### src/rtl/ffsc_pkg.sv
`default_nettype none

package ffsc_pkg;

  localparam int unsigned FrameBytesDef = 63;
  localparam int unsigned ByteW = 8;
  localparam int unsigned PosW = 6;
  localparam logic [ByteW-1:0] HdrByte = 8'hFF;
  localparam int unsigned HdrPos1 = 1;
  localparam int unsigned FirstPayloadPos = 2;

  typedef enum logic [1:0] {
    PhHunt  = 2'd0,
    PhOne   = 2'd1,
    PhFrame = 2'd2
  } phase_e;

  typedef struct packed {
    logic [ByteW-1:0] data_byte;
    logic [PosW-1:0]  position;
    logic             frame_end;
    logic             frame_ok;
  } res_t;

endpackage

`default_nettype wire

### src/rtl/ffsc_tracker.sv
`default_nettype none

module ffsc_tracker #(
  parameter int unsigned FRAME_BYTES = ffsc_pkg::FrameBytesDef
) (
  input  wire logic                       clk_i,
  input  wire logic                       rst_ni,
  input  wire logic                       accept_i,
  input  wire logic [ffsc_pkg::ByteW-1:0] rx_byte_i,
  output logic                            res_valid_o,
  output ffsc_pkg::res_t                  res_o
);

  localparam int unsigned IdxW = $clog2(FRAME_BYTES);
  localparam logic [IdxW-1:0] LastIdx = IdxW'(FRAME_BYTES - 1);

  ffsc_pkg::phase_e            phase_q, phase_d;
  logic [IdxW-1:0]             idx_q, idx_d;
  logic [ffsc_pkg::ByteW-1:0]  sum_q, sum_d;
  logic [IdxW+ffsc_pkg::PosW-1:0] idx_ext;
  logic                        is_hdr;
  logic                        is_last;

  assign is_hdr  = (rx_byte_i == ffsc_pkg::HdrByte);
  assign is_last = (idx_q == LastIdx);
  assign idx_ext = {{ffsc_pkg::PosW{1'b0}}, idx_q};

  always_comb begin
    phase_d = phase_q;
    idx_d   = idx_q;
    sum_d   = sum_q;
    if (accept_i) begin
      case (phase_q)
        ffsc_pkg::PhFrame: begin
          if (is_last) begin
            phase_d = ffsc_pkg::PhHunt;
            idx_d   = '0;
            sum_d   = '0;
          end else begin
            sum_d = sum_q + rx_byte_i;
            idx_d = idx_q + IdxW'(1);
          end
        end
        ffsc_pkg::PhOne: begin
          if (is_hdr) begin
            phase_d = ffsc_pkg::PhFrame;
            idx_d   = IdxW'(ffsc_pkg::FirstPayloadPos);
            sum_d   = '0;
          end else begin
            phase_d = ffsc_pkg::PhHunt;
            idx_d   = '0;
          end
        end
        default: begin
          if (is_hdr) begin
            phase_d = ffsc_pkg::PhOne;
            idx_d   = IdxW'(ffsc_pkg::HdrPos1);
          end else begin
            phase_d = ffsc_pkg::PhHunt;
            idx_d   = '0;
          end
          sum_d = '0;
        end
      endcase
    end
  end

  always_comb begin
    res_valid_o     = 1'b0;
    res_o.data_byte = rx_byte_i;
    res_o.position  = idx_ext[ffsc_pkg::PosW-1:0];
    res_o.frame_end = 1'b0;
    res_o.frame_ok  = 1'b0;
    case (phase_q)
      ffsc_pkg::PhFrame: begin
        res_valid_o     = accept_i;
        res_o.frame_end = is_last;
        res_o.frame_ok  = is_last && (rx_byte_i == ~sum_q);
      end
      default: begin
        res_valid_o = 1'b0;
      end
    endcase
  end

  always_ff @(posedge clk_i or negedge rst_ni) begin
    if (!rst_ni) begin
      phase_q <= ffsc_pkg::PhHunt;
      idx_q   <= '0;
      sum_q   <= '0;
    end else begin
      phase_q <= phase_d;
      idx_q   <= idx_d;
      sum_q   <= sum_d;
    end
  end

endmodule

`default_nettype wire

### src/rtl/ffsc_out_reg.sv
`default_nettype none

module ffsc_out_reg (
  input  wire logic           clk_i,
  input  wire logic           rst_ni,
  input  wire logic           res_valid_i,
  input  wire ffsc_pkg::res_t res_i,
  output logic                take_o,
  output logic                out_valid_o,
  input  wire logic           out_ready_i,
  output ffsc_pkg::res_t      res_o
);

  logic           valid_q, valid_d;
  ffsc_pkg::res_t res_q;

  assign take_o = !valid_q || out_ready_i;

  always_comb begin
    valid_d = valid_q;
    if (take_o) begin
      valid_d = res_valid_i;
    end
  end

  always_ff @(posedge clk_i or negedge rst_ni) begin
    if (!rst_ni) begin
      valid_q <= 1'b0;
    end else begin
      valid_q <= valid_d;
    end
  end

  always_ff @(posedge clk_i) begin
    if (take_o && res_valid_i) begin
      res_q <= res_i;
    end
  end

  assign out_valid_o = valid_q;
  assign res_o       = res_q;

endmodule

`default_nettype wire

### src/rtl/fixed_frame_sync_checksum_rx.sv
// A result item is registered and appears in the cycle after the byte that causes it is accepted.
// Throughput: one byte per cycle; the single output register stalls input only while
// it holds an item that is not taken.
// Reset (rst_ni low, asynchronous): header hunting, index and sum cleared, output empty.
`default_nettype none

module fixed_frame_sync_checksum_rx #(
  parameter int unsigned FRAME_BYTES = ffsc_pkg::FrameBytesDef
) (
  input  wire logic                       clk_i,
  input  wire logic                       rst_ni,
  input  wire logic                       rx_valid_i,
  output logic                            rx_ready_o,
  input  wire logic [ffsc_pkg::ByteW-1:0] rx_byte_i,
  output logic                            out_valid_o,
  input  wire logic                       out_ready_i,
  output logic [ffsc_pkg::ByteW-1:0]      data_byte_o,
  output logic [ffsc_pkg::PosW-1:0]       position_o,
  output logic                            frame_end_o,
  output logic                            frame_ok_o
);

  logic           take;
  logic           accept;
  logic           res_valid;
  ffsc_pkg::res_t res;
  ffsc_pkg::res_t res_out;

  assign rx_ready_o = take;
  assign accept     = rx_valid_i && take;

  ffsc_tracker #(
    .FRAME_BYTES(FRAME_BYTES)
  ) u_tracker (
    .clk_i      (clk_i),
    .rst_ni     (rst_ni),
    .accept_i   (accept),
    .rx_byte_i  (rx_byte_i),
    .res_valid_o(res_valid),
    .res_o      (res)
  );

  ffsc_out_reg u_out_reg (
    .clk_i      (clk_i),
    .rst_ni     (rst_ni),
    .res_valid_i(res_valid),
    .res_i      (res),
    .take_o     (take),
    .out_valid_o(out_valid_o),
    .out_ready_i(out_ready_i),
    .res_o      (res_out)
  );

  assign data_byte_o = res_out.data_byte;
  assign position_o  = res_out.position;
  assign frame_end_o = res_out.frame_end;
  assign frame_ok_o  = res_out.frame_ok;

endmodule

`default_nettype wire

### config.mk
export PLATFORM = sky130hd
export DESIGN_NAME = fixed_frame_sync_checksum_rx
export DESIGN_NICKNAME = d
export VERILOG_FILES = /design/src/rtl/ffsc_pkg.sv /design/src/rtl/ffsc_tracker.sv /design/src/rtl/ffsc_out_reg.sv /design/src/rtl/fixed_frame_sync_checksum_rx.sv
export SDC_FILE = /design/constraint.sdc
export NUM_CORES = 1
export LEC_CHECK = 0
export ABC_AREA = 1
export BUFFER_PORTS_ARGS = -buffer_cell sky130_fd_sc_hd__buf_2
export CAP_MARGIN = 40
export CORE_MARGIN = 2
export CORE_UTILIZATION = 55
export CTS_CLUSTER_SIZE = 14
export DETAILED_ROUTE_END_ITERATION = 8
export GPL_ROUTABILITY_DRIVEN = 0
export HOLD_SLACK_MARGIN = 0.06
export PLACE_DENSITY_LB_ADDON = 0.3
export REMOVE_ABC_BUFFERS = 1
export SETUP_SLACK_MARGIN = 0.15
export SYNTH_ARGS = -nofsm -noshare
export SYNTH_HDL_FRONTEND = slang
export SYNTH_SLANG_ARGS = --single-unit
### constraint.sdc
create_clock -name clk_i -period 2.3 [get_ports clk_i]
set_input_delay 0.115 -clock clk_i [delete_from_list [all_inputs] [get_ports clk_i]]
set_output_delay 0.115 -clock clk_i [all_outputs]
set_load 0.02 [all_outputs]
### Word level (Yosys, flattened, before mapping)

Index checks and enable logic that the tools add are counted.

* bits in registers: 33
* latch bits: 0
* bits in writable memories: 0
* ROM bits: 0
* output and inout port bits: 18
* memories: 0

* add/subtract/negate cells: 2
* multipliers: 0
* div/mod/pow operators: 0
* order comparisons: 0
* equality and inequality tests: 7
* shift operators: 0
* multiplexer cells: 12
* bitwise operators: 1
* reductions and logical operators: 7

Operators with widths (count)
* 8-bit 2-to-1 mux: 2
* 8-bit one-hot mux with 2 select lines: 1
* 6-bit one-hot mux with 2 select lines: 1
* 8-bit adder: 1
* 8-bit == test: 1
* 8-bit == test (second input constant): 1
* 8-bit inverter: 1
* 6-bit by 1-bit adder with 6-bit output (second input constant): 1
* 6-bit == test (second input constant): 1
* 2-bit 2-to-1 mux: 3
* 6-bit 2-to-1 mux: 1
* 2-bit by 1-bit inequality test with 1-bit output (second input constant): 2
* 2-bit one-hot mux with 2 select lines: 1
* 2-bit AND reduction: 2
* 1-bit logical AND: 3
* 1-bit 2-to-1 mux: 3
* 2-bit by 1-bit == test with 1-bit output (second input constant): 1
* 2-bit == test (second input constant): 1
* 1-bit logical NOT: 1
* 1-bit logical OR: 1

### Depth between registers and ports, before layout

Gate-level depths: netlist of run 1.

* depth in word-level cells: 5
* mapped depth: 9
* depth with buffers taken out: 9

### Cells and area by module

From an unflattened synthesis of run 1, not the netlist that was laid out.

* cell total of the unflattened synthesis: 192
* area total of the unflattened synthesis: 1770.4 µm²

Modules (own cells, without submodules)
* ffsc_tracker: times used 1, cells an instance 168, area each 1237.4 µm², seq. area each 400.4 µm²
* ffsc_out_reg: times used 1, cells an instance 22, area each 525.5 µm², seq. area each 505.5 µm²
* fixed_frame_sync_checksum_rx: times used 1, cells an instance 2, area each 7.5 µm², seq. area each 0.0 µm²

### Least setup slack after synthesis of run 1

No wires, ideal clock.

* path type: reg-to-reg
* start: reg u_out_reg.valid_q (netlist: u_out_reg.out_valid_o)
* end: reg u_out_reg.res_q, in the netlist u_out_reg.res_o[0] (enable)
* arrival time: 1.526 ns
* data required time: 1.912 ns
* path slack: 0.385 ns
* stages on the path, launching flop included: 4
* period minus slack after synthesis: 1.915 ns
* cells stage by stage: dfrtp_1 -> nand2_1 -> nand2_2 -> nor2_1

* word-level cells in the longest chain between the ends: 5

Ends and longest elaborated chain
* start, declared: line ffsc_out_reg.sv:14 `logic valid_q, valid_d;`
* start signal, assigned: line ffsc_out_reg.sv:30 `valid_q <= valid_d;`
* 1-bit logical NOT *: line ffsc_out_reg.sv:17 `assign take_o = !valid_q || out_ready_i;`
* 1-bit logical OR *: line ffsc_out_reg.sv:17
* named net rx_ready_o: line fixed_frame_sync_checksum_rx.sv:13 `output logic rx_ready_o,`
* 1-bit logical AND: line fixed_frame_sync_checksum_rx.sv:30 `assign accept = rx_valid_i && take;`
* 1-bit 2-to-1 mux: line ffsc_tracker.sv:74 `case (phase_q)`
* 1-bit logical AND *: line ffsc_out_reg.sv:35 `if (take_o && res_valid_i) begin`
* end signal, assigned: line ffsc_out_reg.sv:36 `res_q <= res_i;`
* end, declared: line ffsc_out_reg.sv:15 `ffsc_pkg::res_t res_q;`

The timed path passes the listed nets; every way through them passes the cells marked *.
A chain may end at the register's enable or synchronous reset.

### Final worst setup path of run 1

* start: in rx_byte_i[0] (netlist bit)
* end: reg u_tracker.sum_q[6] (netlist bit)

* word-level cells in the longest chain between the ends: 3
* elaborated cells between the ends (all ways): 6
* classes of those cells: 1 x add/sub; 2 x eq/ne; 2 x mux; 1 x reduce/logical

Ends and longest elaborated chain
* start, declared: line fixed_frame_sync_checksum_rx.sv:14 `input wire logic [ffsc_pkg::ByteW-1:0] rx_byte_i,`
* 8-bit adder / 8-bit == test (equally long branches): line ffsc_tracker.sv:40, ffsc_tracker.sv:24
* 8-bit 2-to-1 mux / 2-bit by 1-bit inequality test with 1-bit output (equally long branches)
* 8-bit one-hot mux with 2 select lines / 2-bit AND reduction (equally long branches)
* end signal, assigned: line ffsc_tracker.sv:94 `sum_q <= sum_d;`
* end, declared: line ffsc_tracker.sv:19 `logic [ffsc_pkg::ByteW-1:0] sum_q, sum_d;`

Several ways; a longest one is shown, not always the timed one.

==> run metrics, run 1 <==
area share of the largest cell type after synthesis 28.2%; TritonCTS Buffers 5; Synth Cell Area 1710 sq um; fin crit period 1.62 ns; TritonCTS clock tree built; Slowest cell on crit path dlygate4sd3_1; max incr delay on CP 0.53 ns; crit-path max FO 3; pwr/cell area 503 nW/um^2; root buf cell clkbuf_4; CTS resizes 0; Clock Path Buffers 2; RSZ-0062 raised after global routing no; combinational share of power 8.2%; Die Area 3560 sq um; initial core utilization 56.8%; top_reg_cell synth dfrtp_1; initial antenna violation count 0; Post-DP HPWL 2.44 mm; I/O Buffers 29; status finished, final reports clean; Post-synth EDFFs 16; vias per cell 5.33; Worst Max-Slew Pin Slew 0.438 ns; clk_skew 0.00624 ns; number of buffers added for setup after CTS 0; fin cells 254; Residual DRC 0; first-pass GRT wire length 5.35 mm; peak supply drop 319 uV; simple-gate share of the synthesized area 28.0%; Seq/Total Area, Yosys 53.1%; Placed Cells incl. Taps 237; Register Area 906 sq um; DRT Pass-1 Iters 5; Setup CP Type input pin to flop; # rows 20; crit path capture type flop; Static Leak 1.01 nW; Sw Pwr 0.259 mW; largest area contributor in the netlist edfxtp_1; Die H 59.7 um; Req. time, crit path 2.55 ns; largest net degree at the start of global routing 18; number of synthesized register bits 33; top post-synthesis cells by count nand2_1, dfrtp_1, edfxtp_1; async set or reset register ratio after synthesis 51.5%; remaining global-route overflow 0; Max H-tree Level 2; core footprint 3000 sq um; CP arrival 1.87 ns; CP bufs+invs 2; Syn Area/Cell 9.81 sq um; Ys Warns 0; final antenna-violating net count 0; All-Layer GR Usage 20.8%; Hold Fails Final Rpt 0; Sw Ratio 25.2%; CTS Sinks 33; Synth Area in Adders 9.24%; compound-gate portion of the synthesized area 3.01%; Multi-input gate area 739 sq um; Int Power 0.770 mW; R2R Setup Slk 0.74 ns; Critical Path Start Type input pin; CP Cell Sequence dlygate4sd3_1 > buf_2 > ha_1 > fa_1 > nand2_1 > nand2_1 > nand3b_1 > nand3b_1 > nand3_1 > nand2_1; average wire per standard cell 13.1 um; Worst Setup EP u_tracker.sum_q[6]$_DFFE_PN0P_; drt first-iter violations 76; crit path from rx_byte_i[0]; Yosys cell types 26; XOR/XNOR share of the synthesized area 3.08%; vias in the first global route 1288; Clk pwr share 31.2%; period utilisation layout 70.6%; top area cells in the synthesized netlist edfxtp_1, dfrtp_1, nand2_1; crit-path leading delay family buffers and inverters; final WL 3.33 mm; MaxCap Viol Count 0; I/O pin total 30; Max Slew Vio Count 0; Sequential Power Share 60.5%; Area growth, synth to finish 19.9%; # setup viols final 0; CP Depth 10; R2R depth 8; # diodes 0; R2R Path End u_tracker.sum_q[6]$_DFFE_PN0P_; Layout Nets 244; Clock Latency Late Sink 0.34 ns; Rel. slew slack 70.8%; largest family of logic cells by synthesized area simple AND/OR/NAND/NOR gates; post-synthesis mux area share 0%; Reg clk slew, reported paths 0.11 ns; TNS Setup 0 ns; final core utilization 68.1%; RR Startpoint u_tracker.sum_q[0]$_DFFE_PN0P_; vias post-DR 1353; hold crit path type input pin to flop; count leader, synth nand2_1; Top cell by count, worst path nand2_1; share of layout cells above drive strength 1 23.1%; fillers 229; Post-Syn Instances 174; Highest Clock Rate 0.615 GHz; Die X-Extent 59.7 um
[placed cells by master (no fill, tap or decap), types with 4 or more instances in the layout]
cell           netlist  routed
nor2_1              13      13
xor2_1               4       4
clkbuf_4             0       5
nand3_1             11      11
nand3b_1             5       5
dfrtp_1             17      17
edfxtp_1            16      16
nand2_1             53      53
a21oi_1              4       4
dlygate4sd3_1        0       9
inv_1               15      15
ha_1                11      11
buf_2                0      29
[through the flow]
step                      cell area [sq um]  hold WS (ns)  worst slack (ns)  total power, mW
after floorplan                        1710        -0.181             0.385            0.677
final                                  2050        0.0996             0.675             1.03
after detailed placement               1900        0.0745             0.748            0.708
after CTS                              2050        0.0846             0.699             1.04
after global placement                 1900        0.0709             0.802            0.705
after global routing                   2050         0.131             0.576             1.07
[registers in the layout, indices dropped and copies added, names as in the netlist]
register / flops
u_out_reg.res_o: 16
u_tracker.sum_q: 8
u_out_reg.out_valid_o: 1
u_tracker.idx_q: 6
u_tracker.phase_q: 2
[layer usage]
| layer | GRT usage, % | part of all wire [%] | vias up |
|---|---|---|---|
| li1 | - | - | 663 |
| met1 | 24.7 | 44 | 643 |
| met2 | 35.4 | 49 | 40 |
| met3 | 5.84 | 5.2 | 7 |
| met4 | 8.57 | 1.7 | 0 |
| met5 | 0 | 0 | - |
[cells by family after synthesis]
| kind of cell | after synthesis |
|---|---|
| compound gates | 10 |
| xor+xnor | 6 |
| buf+inv | 16 |
| fa+ha+maj | 12 |
| flops | 33 |
| simple gates | 97 |
[worst reg2reg max path: stages (launching register included)]
cell	delay, ns
dfrtp_1	0.39
ha_1	0.21
fa_1	0.38
nand2_1	0.10
nand2_1	0.07
nand3b_1	0.10
nand3b_1	0.08
nand3_1	0.09
nand2_1	0.05
[how the worst min path moves through the flow]
| stage | from | endpoint | slack [ns] | cells past startpoint |
|---|---|---|---|---|
| 2_1_floorplan | rst_ni | u_out_reg.out_valid_o$_DFFE_PN0N_ | -0.18 | 0 |
| 3_3_place_gp | rst_ni | u_tracker.sum_q[3]$_DFFE_PN0P_ | 0.07 | 1 |
| 3_5_place_dp | rst_ni | u_tracker.sum_q[3]$_DFFE_PN0P_ | 0.07 | 1 |
| 4_1_cts | out_ready_i | u_out_reg.out_valid_o$_DFFE_PN0N_ | 0.08 | 4 |
| 5_1_grt | rx_valid_i | u_tracker.idx_q[1]$_DFFE_PN0P_ | 0.13 | 4 |
| 6_report | out_ready_i | u_out_reg.out_valid_o$_DFFE_PN0N_ | 0.1 | 4 |
[power groups by stage]
stage                     clock network [mW]  logic, mW  registers [mW]
after detailed placement                   0     0.0726           0.635
after global routing                   0.347     0.0947           0.623
after global placement                     0     0.0704           0.635
after CTS                              0.329     0.0847           0.623
after floorplan                            0     0.0419           0.635
final                                  0.321     0.0848           0.623
[layout make-up]
cell class,instances,area share [%]
Sequential cell,33,44.3
Multi-Input combinational cell,125,36.1
Timing Repair Buffer,39,11.9
Inverter,16,3.00
Tap cell,33,2.02
Clock buffer,5,1.83
Clock inverter,3,0.856
[repair_timing]
item / CTS / global route
endpoints found under the hold margin: 25 / 0
hold buffers: 9 / 0
endpoints found under the setup margin: 0 / 0
No activity file was read; power rests on OpenSTA's default activity.
==> run 2, diff against run 1 <==
ABC_AREA = 0   (was 1)
CORE_UTILIZATION = 49   (was 55)
clock period = 1.4 ns   (was 2.3 ns; I/O delays follow)
==> run 2 against run 1 <==
Compared with the run above: the run now ends with setup timing left; sequential power rose by 62%; global-route usage up 7.5 points; critical path depth decreased by 3; combinational power increased by 110%; via count is 20% higher; cell count is 11% higher; utilization rose by 13 points; register-to-register slack got worse by 1.3 ns; power grew 68%; flip-flop and latch count unchanged; clock power rose by 69%; critical path type is now flop to flop; critical endpoint unchanged; largest power group unchanged.
==> run metrics, run 2 <==
core footprint 3280 sq um (+9.4%); CP Depth 7 (-3); DRT Pass-1 Iters 4 (-1); Static Leak 1.14 nW (+13%); Critical Path Start Type flop; TritonCTS clock tree built; initial core utilization 50.2% (-6.7 points); hold crit path type input pin to flop; failing checks setup timing; remaining global-route overflow 0 (unchanged); Yosys cell types 36 (+38%); commonest cells after routing, fill and taps aside buf_4, buf_2, dfrtp_1, edfxtp_1, nand2_1; fillers 169 (-26%); Clock Path Buffers 2 (unchanged); async set or reset register ratio after synthesis 51.5% (unchanged); fin area 2650 sq um (+30%); Post-DP Area 2090 sq um (+9.8%); I/O Buffers 29 (unchanged); Max Slew Vio Count 0 (unchanged); top_reg_cell synth dfrtp_1; status finished, violations left; pwr/cell area 654 nW/um^2 (+30%); max incr delay on CP 0.45 ns (-0.08 ns); initial antenna violation count 0 (unchanged); final antenna-violating net count 0 (unchanged); crit-path leading delay family compound AO/OA/AOI/OAI gates; final WL 5.63 mm (+69%); Area growth, synth to finish 60.8%; Post-DP HPWL 2.87 mm (+17%); max reg flops 16 (unchanged); share of layout cells above drive strength 1 54.9% (+32 points); Die Area 3840 sq um (+7.8%); Seq/Total Area, Yosys 55.0% (+1.9 points); # diodes 0 (unchanged); Synth Cell Area 1650 sq um (-3.4%); first-pass GRT wire length 7.59 mm (+42%); Residual DRC 0 (unchanged); count leader, synth o21ai_0; top post-synthesis cells by count o21ai_0, dfrtp_1, nand2_1; TNS Setup -4.73 ns (-4.73 ns); TritonCTS Buffers 5 (unchanged); Post-synth EDFFs 16 (unchanged); period utilisation layout 138%; Worst Max-Slew Pin Slew 0.432 ns (-0.00649 ns); worst hold path cell count 2 (-2); vias in the first global route 1568 (+22%); top area cells in the synthesized netlist edfxtp_1, dfrtp_1, ha_1; # setup viols final 16 (+16); Slowest cell on crit path dfrtp_1; area share of the largest cell type after synthesis 29.2% (+1.0 points); average wire per standard cell 19.9 um (+52%); post-route setup slack -0.527 ns (-1.20 ns); peak supply drop 417 uV (+31%); number of synthesized register bits 33 (unchanged); CP arrival 2.17 ns (+0.30 ns); Ys Warns 0 (unchanged); largest area contributor in the netlist edfxtp_1; All-Layer GR Usage 28.3% (+7.5 points); # rows 21 (+5.0%); CP bufs+invs 0 (-2); largest net degree at the start of global routing 18 (unchanged); Die X-Extent 62.0 um (+3.8%); Req. time, crit path 1.65 ns (-0.90 ns); Reg clk slew, reported paths 0.11 ns (about the same); commonest non-fill, non-tap cell in the layout buf_4; Rel. slew slack 71.2% (+0.43 points); Max H-tree Level 2 (unchanged); drt first-iter violations 100 (+32%); Layout Nets 260 (+6.6%); MaxCap Viol Count 0 (unchanged); R2R depth 7 (-1); RSZ-0062 raised after global routing yes; crit-path max FO 2 (-1); Setup CP Type flop to flop; Clock Latency Late Sink 0.35 ns (about the same); Post-Syn Instances 144 (-17%); fin crit period 1.93 ns; Syn Area/Cell 11.4 sq um (+17%); clk_skew 0.0132 ns (+0.00693 ns); Hold Fails Final Rpt 0 (unchanged); I/O pin total 30 (unchanged); CP Cell Sequence ha_4 > fa_2 > a211oi_2 > o21bai_1 > a21oi_2 > xnor2_1 > a22o_1; Die H 62.0 um (+3.8%); vias post-DR 1629 (+20%); root buf cell clkbuf_4; Highest Clock Rate 0.519 GHz; crit path capture type flop; vias per cell 5.76 (+8.1%); CTS Sinks 33 (unchanged)
-- run 2: cell types whose count changed after synthesis, sizes merged, moves of 3 or more --
cell    delta
nor2      -11
a22o       +6
nand3b     -5
o21ai     +15
nand2b     +3
nand3      -7
nand2     -42
inv       -10
-- run 2: what timing repair did --
item                                    in CTS  in global routing
hold endpoints to repair                    22                  0
hold buffers                                 6                  0
setup buffers                               11                  8
endpoints found under the setup margin      34                 34
resized for setup                           53                 24
gates cloned                                 1                  0
pin swaps                                   16                 24
-- run 2: report_power, final --
part	switching (mW)	internal (mW)	leakage, nW
combinational	0.0917	0.0852	0.730
sequential	0.000162	1.01	0.379
clock	0.355	0.189	0.0310
-- run 2: final timing paths --
| check | start | endpoint | slack (ns) |
|---|---|---|---|
| max in group asynchronous | rst_ni | u_tracker.sum_q[7]$_DFFE_PN0P_ | 0.89 |
| setup reg to reg | u_tracker.sum_q[0]$_DFFE_PN0P_ | u_tracker.sum_q[6]$_DFFE_PN0P_ | -0.53 |
| setup / recovery | u_tracker.sum_q[0]$_DFFE_PN0P_ | u_tracker.sum_q[6]$_DFFE_PN0P_ | -0.53 |
| hold reg to reg | u_tracker.phase_q[1]$_DFFE_PN0P_ | u_tracker.phase_q[1]$_DFFE_PN0P_ | 0.55 |
| min in group asynchronous | rst_ni | u_out_reg.out_valid_o$_DFFE_PN0N_ | 0.20 |
| hold / removal | rx_byte_i[3] | u_out_reg.res_o[11]$_DFFE_PP_ | 0.07 |
-- run 2: kinds of logic (layout without fill, tap and decap cells) --
group | after synthesis | after routing | synth area share (%)
AND/OR/NAND/NOR | 46 | 46 | 15.0
buffers and inverters | 7 | 100 | 1.82
flip-flops | 33 | 33 | 55.0
AO/OA/AOI/OAI | 40 | 40 | 15.5
XOR/XNOR | 6 | 6 | 3.19
adder cells (fa/ha/maj) | 12 | 12 | 9.57
-- run 2: worst register-to-register path, stage by stage (launching register included) --
cell and delay [ns]:
dfrtp_1 0.45, ha_4 0.20, fa_2 0.38, a211oi_2 0.26, o21bai_1 0.12, a21oi_2 0.16, xnor2_1 0.08, a22o_1 0.17
-- run 2: final cells by class --
class	count	area (sq um)	share of cell area (%)
clock buffers	5	37.5	1.42
clock inverters	3	17.5	0.661
inverters	5	18.8	0.708
multi-input cells	104	956	36.1
flip-flops and latches	33	906	34.2
well taps	46	57.6	2.17
repair buffers	87	657	24.8
-- run 2: metal layers --
metal  up-vias  part of all wire (%)  track usage (%)
met1       787                    40             35.3
met2        90                    48             46.1
met5         -                     0                0
li1        719                     -                -
met4         0                   5.3             14.6
met3        33                   7.4             6.00
-- run 2: through the flow --
step / setup slack [ns] / power [mW] / instances / util (%) / hold slack, ns
2_1_floorplan: -0.670 / 1.07 / 142 / - / -0.226
5_1_grt: -0.566 / 1.79 / 283 / 80.7 / 0.0650
6_report: -0.527 / 1.73 / 283 / 80.7 / 0.0651
3_5_place_dp: -0.565 / 1.15 / 250 / 63.5 / 0.0286
3_3_place_gp: -0.463 / 1.15 / 250 / 63.5 / 0.0176
4_1_cts: -0.430 / 1.72 / 276 / 76.5 / 0.0684
==> run 3, diff against run 2 <==
CORE_UTILIZATION = 59   (was 49)
clock period = 2.45 ns   (was 1.4 ns; I/O delays follow)
==> run 3 against run 2 <==
Compared with the run above: the flow now finishes without violations; setup slack gained 0.83 ns; cell area shrank 25%; die area down 16%; clock power is 26% lower; non-clock buffer count shrank 49; combinational power decreased by 65%; power is 40% lower; register-to-register slack improved by 0.93 ns; largest power group unchanged.
==> run metrics, run 3 (same netlist as run 2, synthesis figures left out) <==
status finished, final reports clean; Post-DP HPWL 2.53 mm (-12%); share of layout cells above drive strength 1 21.3% (-34 points); Multi-input gate area 712 sq um (-26%); post-route setup slack 0.308 ns (+0.835 ns); # setup viols final 0 (-16); worst hold margin 0.0662 ns (+0.00114 ns); I/O Buffers 29 (unchanged); Post-DP Area 1830 sq um (-12%); Req. time, crit path 2.71 ns (+1.06 ns); peak supply drop 652 uV (+56%); CTS resizes 0 (-100%); period utilisation layout 87.4%; commonest non-fill, non-tap cell in the layout buf_2; largest net degree at the start of global routing 18 (unchanged); Rel. slew slack 71.0% (-0.26 points); TritonCTS Buffers 5 (unchanged); Reg clk slew, reported paths 0.10 ns (about the same); Clock Path Buffers 2 (unchanged); Die Area 3230 sq um (-16%); Highest Clock Rate 0.467 GHz; DRT Pass-1 Iters 4 (unchanged); vias post-DR 1306 (-20%); Die X-Extent 56.9 um (-8.3%); clk_skew 0.0123 ns (-0.000900 ns); CP arrival 2.40 ns (+0.23 ns); I/O pin total 30 (unchanged); hold crit path type input pin to flop; Register Area 906 sq um (unchanged); Max H-tree Level 2 (unchanged); # rows 19 (-9.5%); final antenna-violating net count 0 (unchanged); Max Slew Vio Count 0 (unchanged); RSZ-0062 raised after global routing no; drt first-iter violations 40 (-60%); TNS Setup 0 ns (+4.73 ns); root buf cell clkbuf_4; fillers 194 (+15%); average wire per standard cell 15.9 um (-20%); commonest cells after routing, fill and taps aside buf_2, o21ai_0, nand2_1, dfrtp_1, edfxtp_1; final core utilization 73.2% (-7.5 points); remaining global-route overflow 0 (unchanged); final WL 3.48 mm (-38%); Die H 56.9 um (-8.3%); pwr/cell area 525 nW/um^2 (-20%); Layout Nets 211 (-19%); Hold Fails Final Rpt 0 (unchanged); Clock Latency Late Sink 0.34 ns (about the same); Critical Path Start Type input pin; crit-path max FO 6 (+4); fin crit period 2.14 ns; vias per cell 5.96 (+3.6%); vias in the first global route 1295 (-17%); Setup CP Type input pin to flop; initial antenna violation count 0 (unchanged); first-pass GRT wire length 5.91 mm (-22%); max reg flops 16 (unchanged); TritonCTS clock tree built; Static Leak 0.841 nW (-26%); CTS Sinks 33 (unchanged); cts hold-fix bufs 8 (+2); worst hold path cell count 1 (-1); core footprint 2710 sq um (-17%); initial core utilization 60.8% (+11 points); Residual DRC 0 (unchanged); # diodes 0 (unchanged); crit path capture type flop; R2R depth 6 (-1); fin area 1980 sq um (-25%); MaxCap Viol Count 0 (unchanged); Place WS 0.424 ns (+0.989 ns); number of buffers added for setup after CTS 0 (-11); All-Layer GR Usage 24.3% (-4.0 points); Area growth, synth to finish 20.3%; Worst Max-Slew Pin Slew 0.434 ns (+0.00194 ns)
## run 3: area by class of cell
| class | count | share of cell area (%) |
|---|---|---|
| clock inverter | 2 | 1.70 |
| clock buffer | 6 | 2.08 |
| inverter | 5 | 0.946 |
| multi-input combinational | 104 | 35.9 |
| tap | 31 | 1.96 |
| sequential | 33 | 45.7 |
| timing repair buffer | 38 | 11.7 |
## run 3: power by group
group	total [mW]	internal, mW	switching (mW)
sequential	0.579	0.579	0.000157
clock	0.401	0.212	0.189
combinational	0.0615	0.0256	0.0360
## run 3: critical path: stages
cell and delay, ns:
dlygate4sd3_1 0.54, buf_2 0.15, ha_1 0.39, a21oi_2 0.20
a21oi_1 0.10, o31a_1 0.29, or4b_1 0.50, o21ai_1 0.11
## run 3: worst paths after layout
kind	from	endpoint	slack, ns
max in group asynchronous	rst_ni	u_tracker.sum_q[1]$_DFFE_PN0P_	1.92
worst min-delay path	rx_byte_i[1]	u_out_reg.res_o[9]$_DFFE_PP_	0.07
worst max-delay path	rx_byte_i[2]	u_tracker.sum_q[7]$_DFFE_PN0P_	0.31
min in group asynchronous	rst_ni	u_tracker.idx_q[5]$_DFFE_PN0P_	0.23
worst min register to register	u_tracker.sum_q[5]$_DFFE_PN0P_	u_tracker.sum_q[5]$_DFFE_PN0P_	0.52
worst max register to register	u_tracker.sum_q[2]$_DFFE_PN0P_	u_tracker.sum_q[7]$_DFFE_PN0P_	0.40
## run 3: per-layer routing
metal	vias to the layer above	part of all wire (%)	global-route usage, %
met5	-	0	0
met4	0	1.9	8.64
met3	8	8.0	6.45
met2	53	48	37.4
met1	625	42	33.6
li1	620	-	-
## run 3: through the flow
stage	power, mW	cells
3_5_place_dp	0.642	203
6_report	1.04	219
3_3_place_gp	0.639	203
4_1_cts	1.04	219
5_1_grt	1.08	219
2_1_floorplan	0.614	142
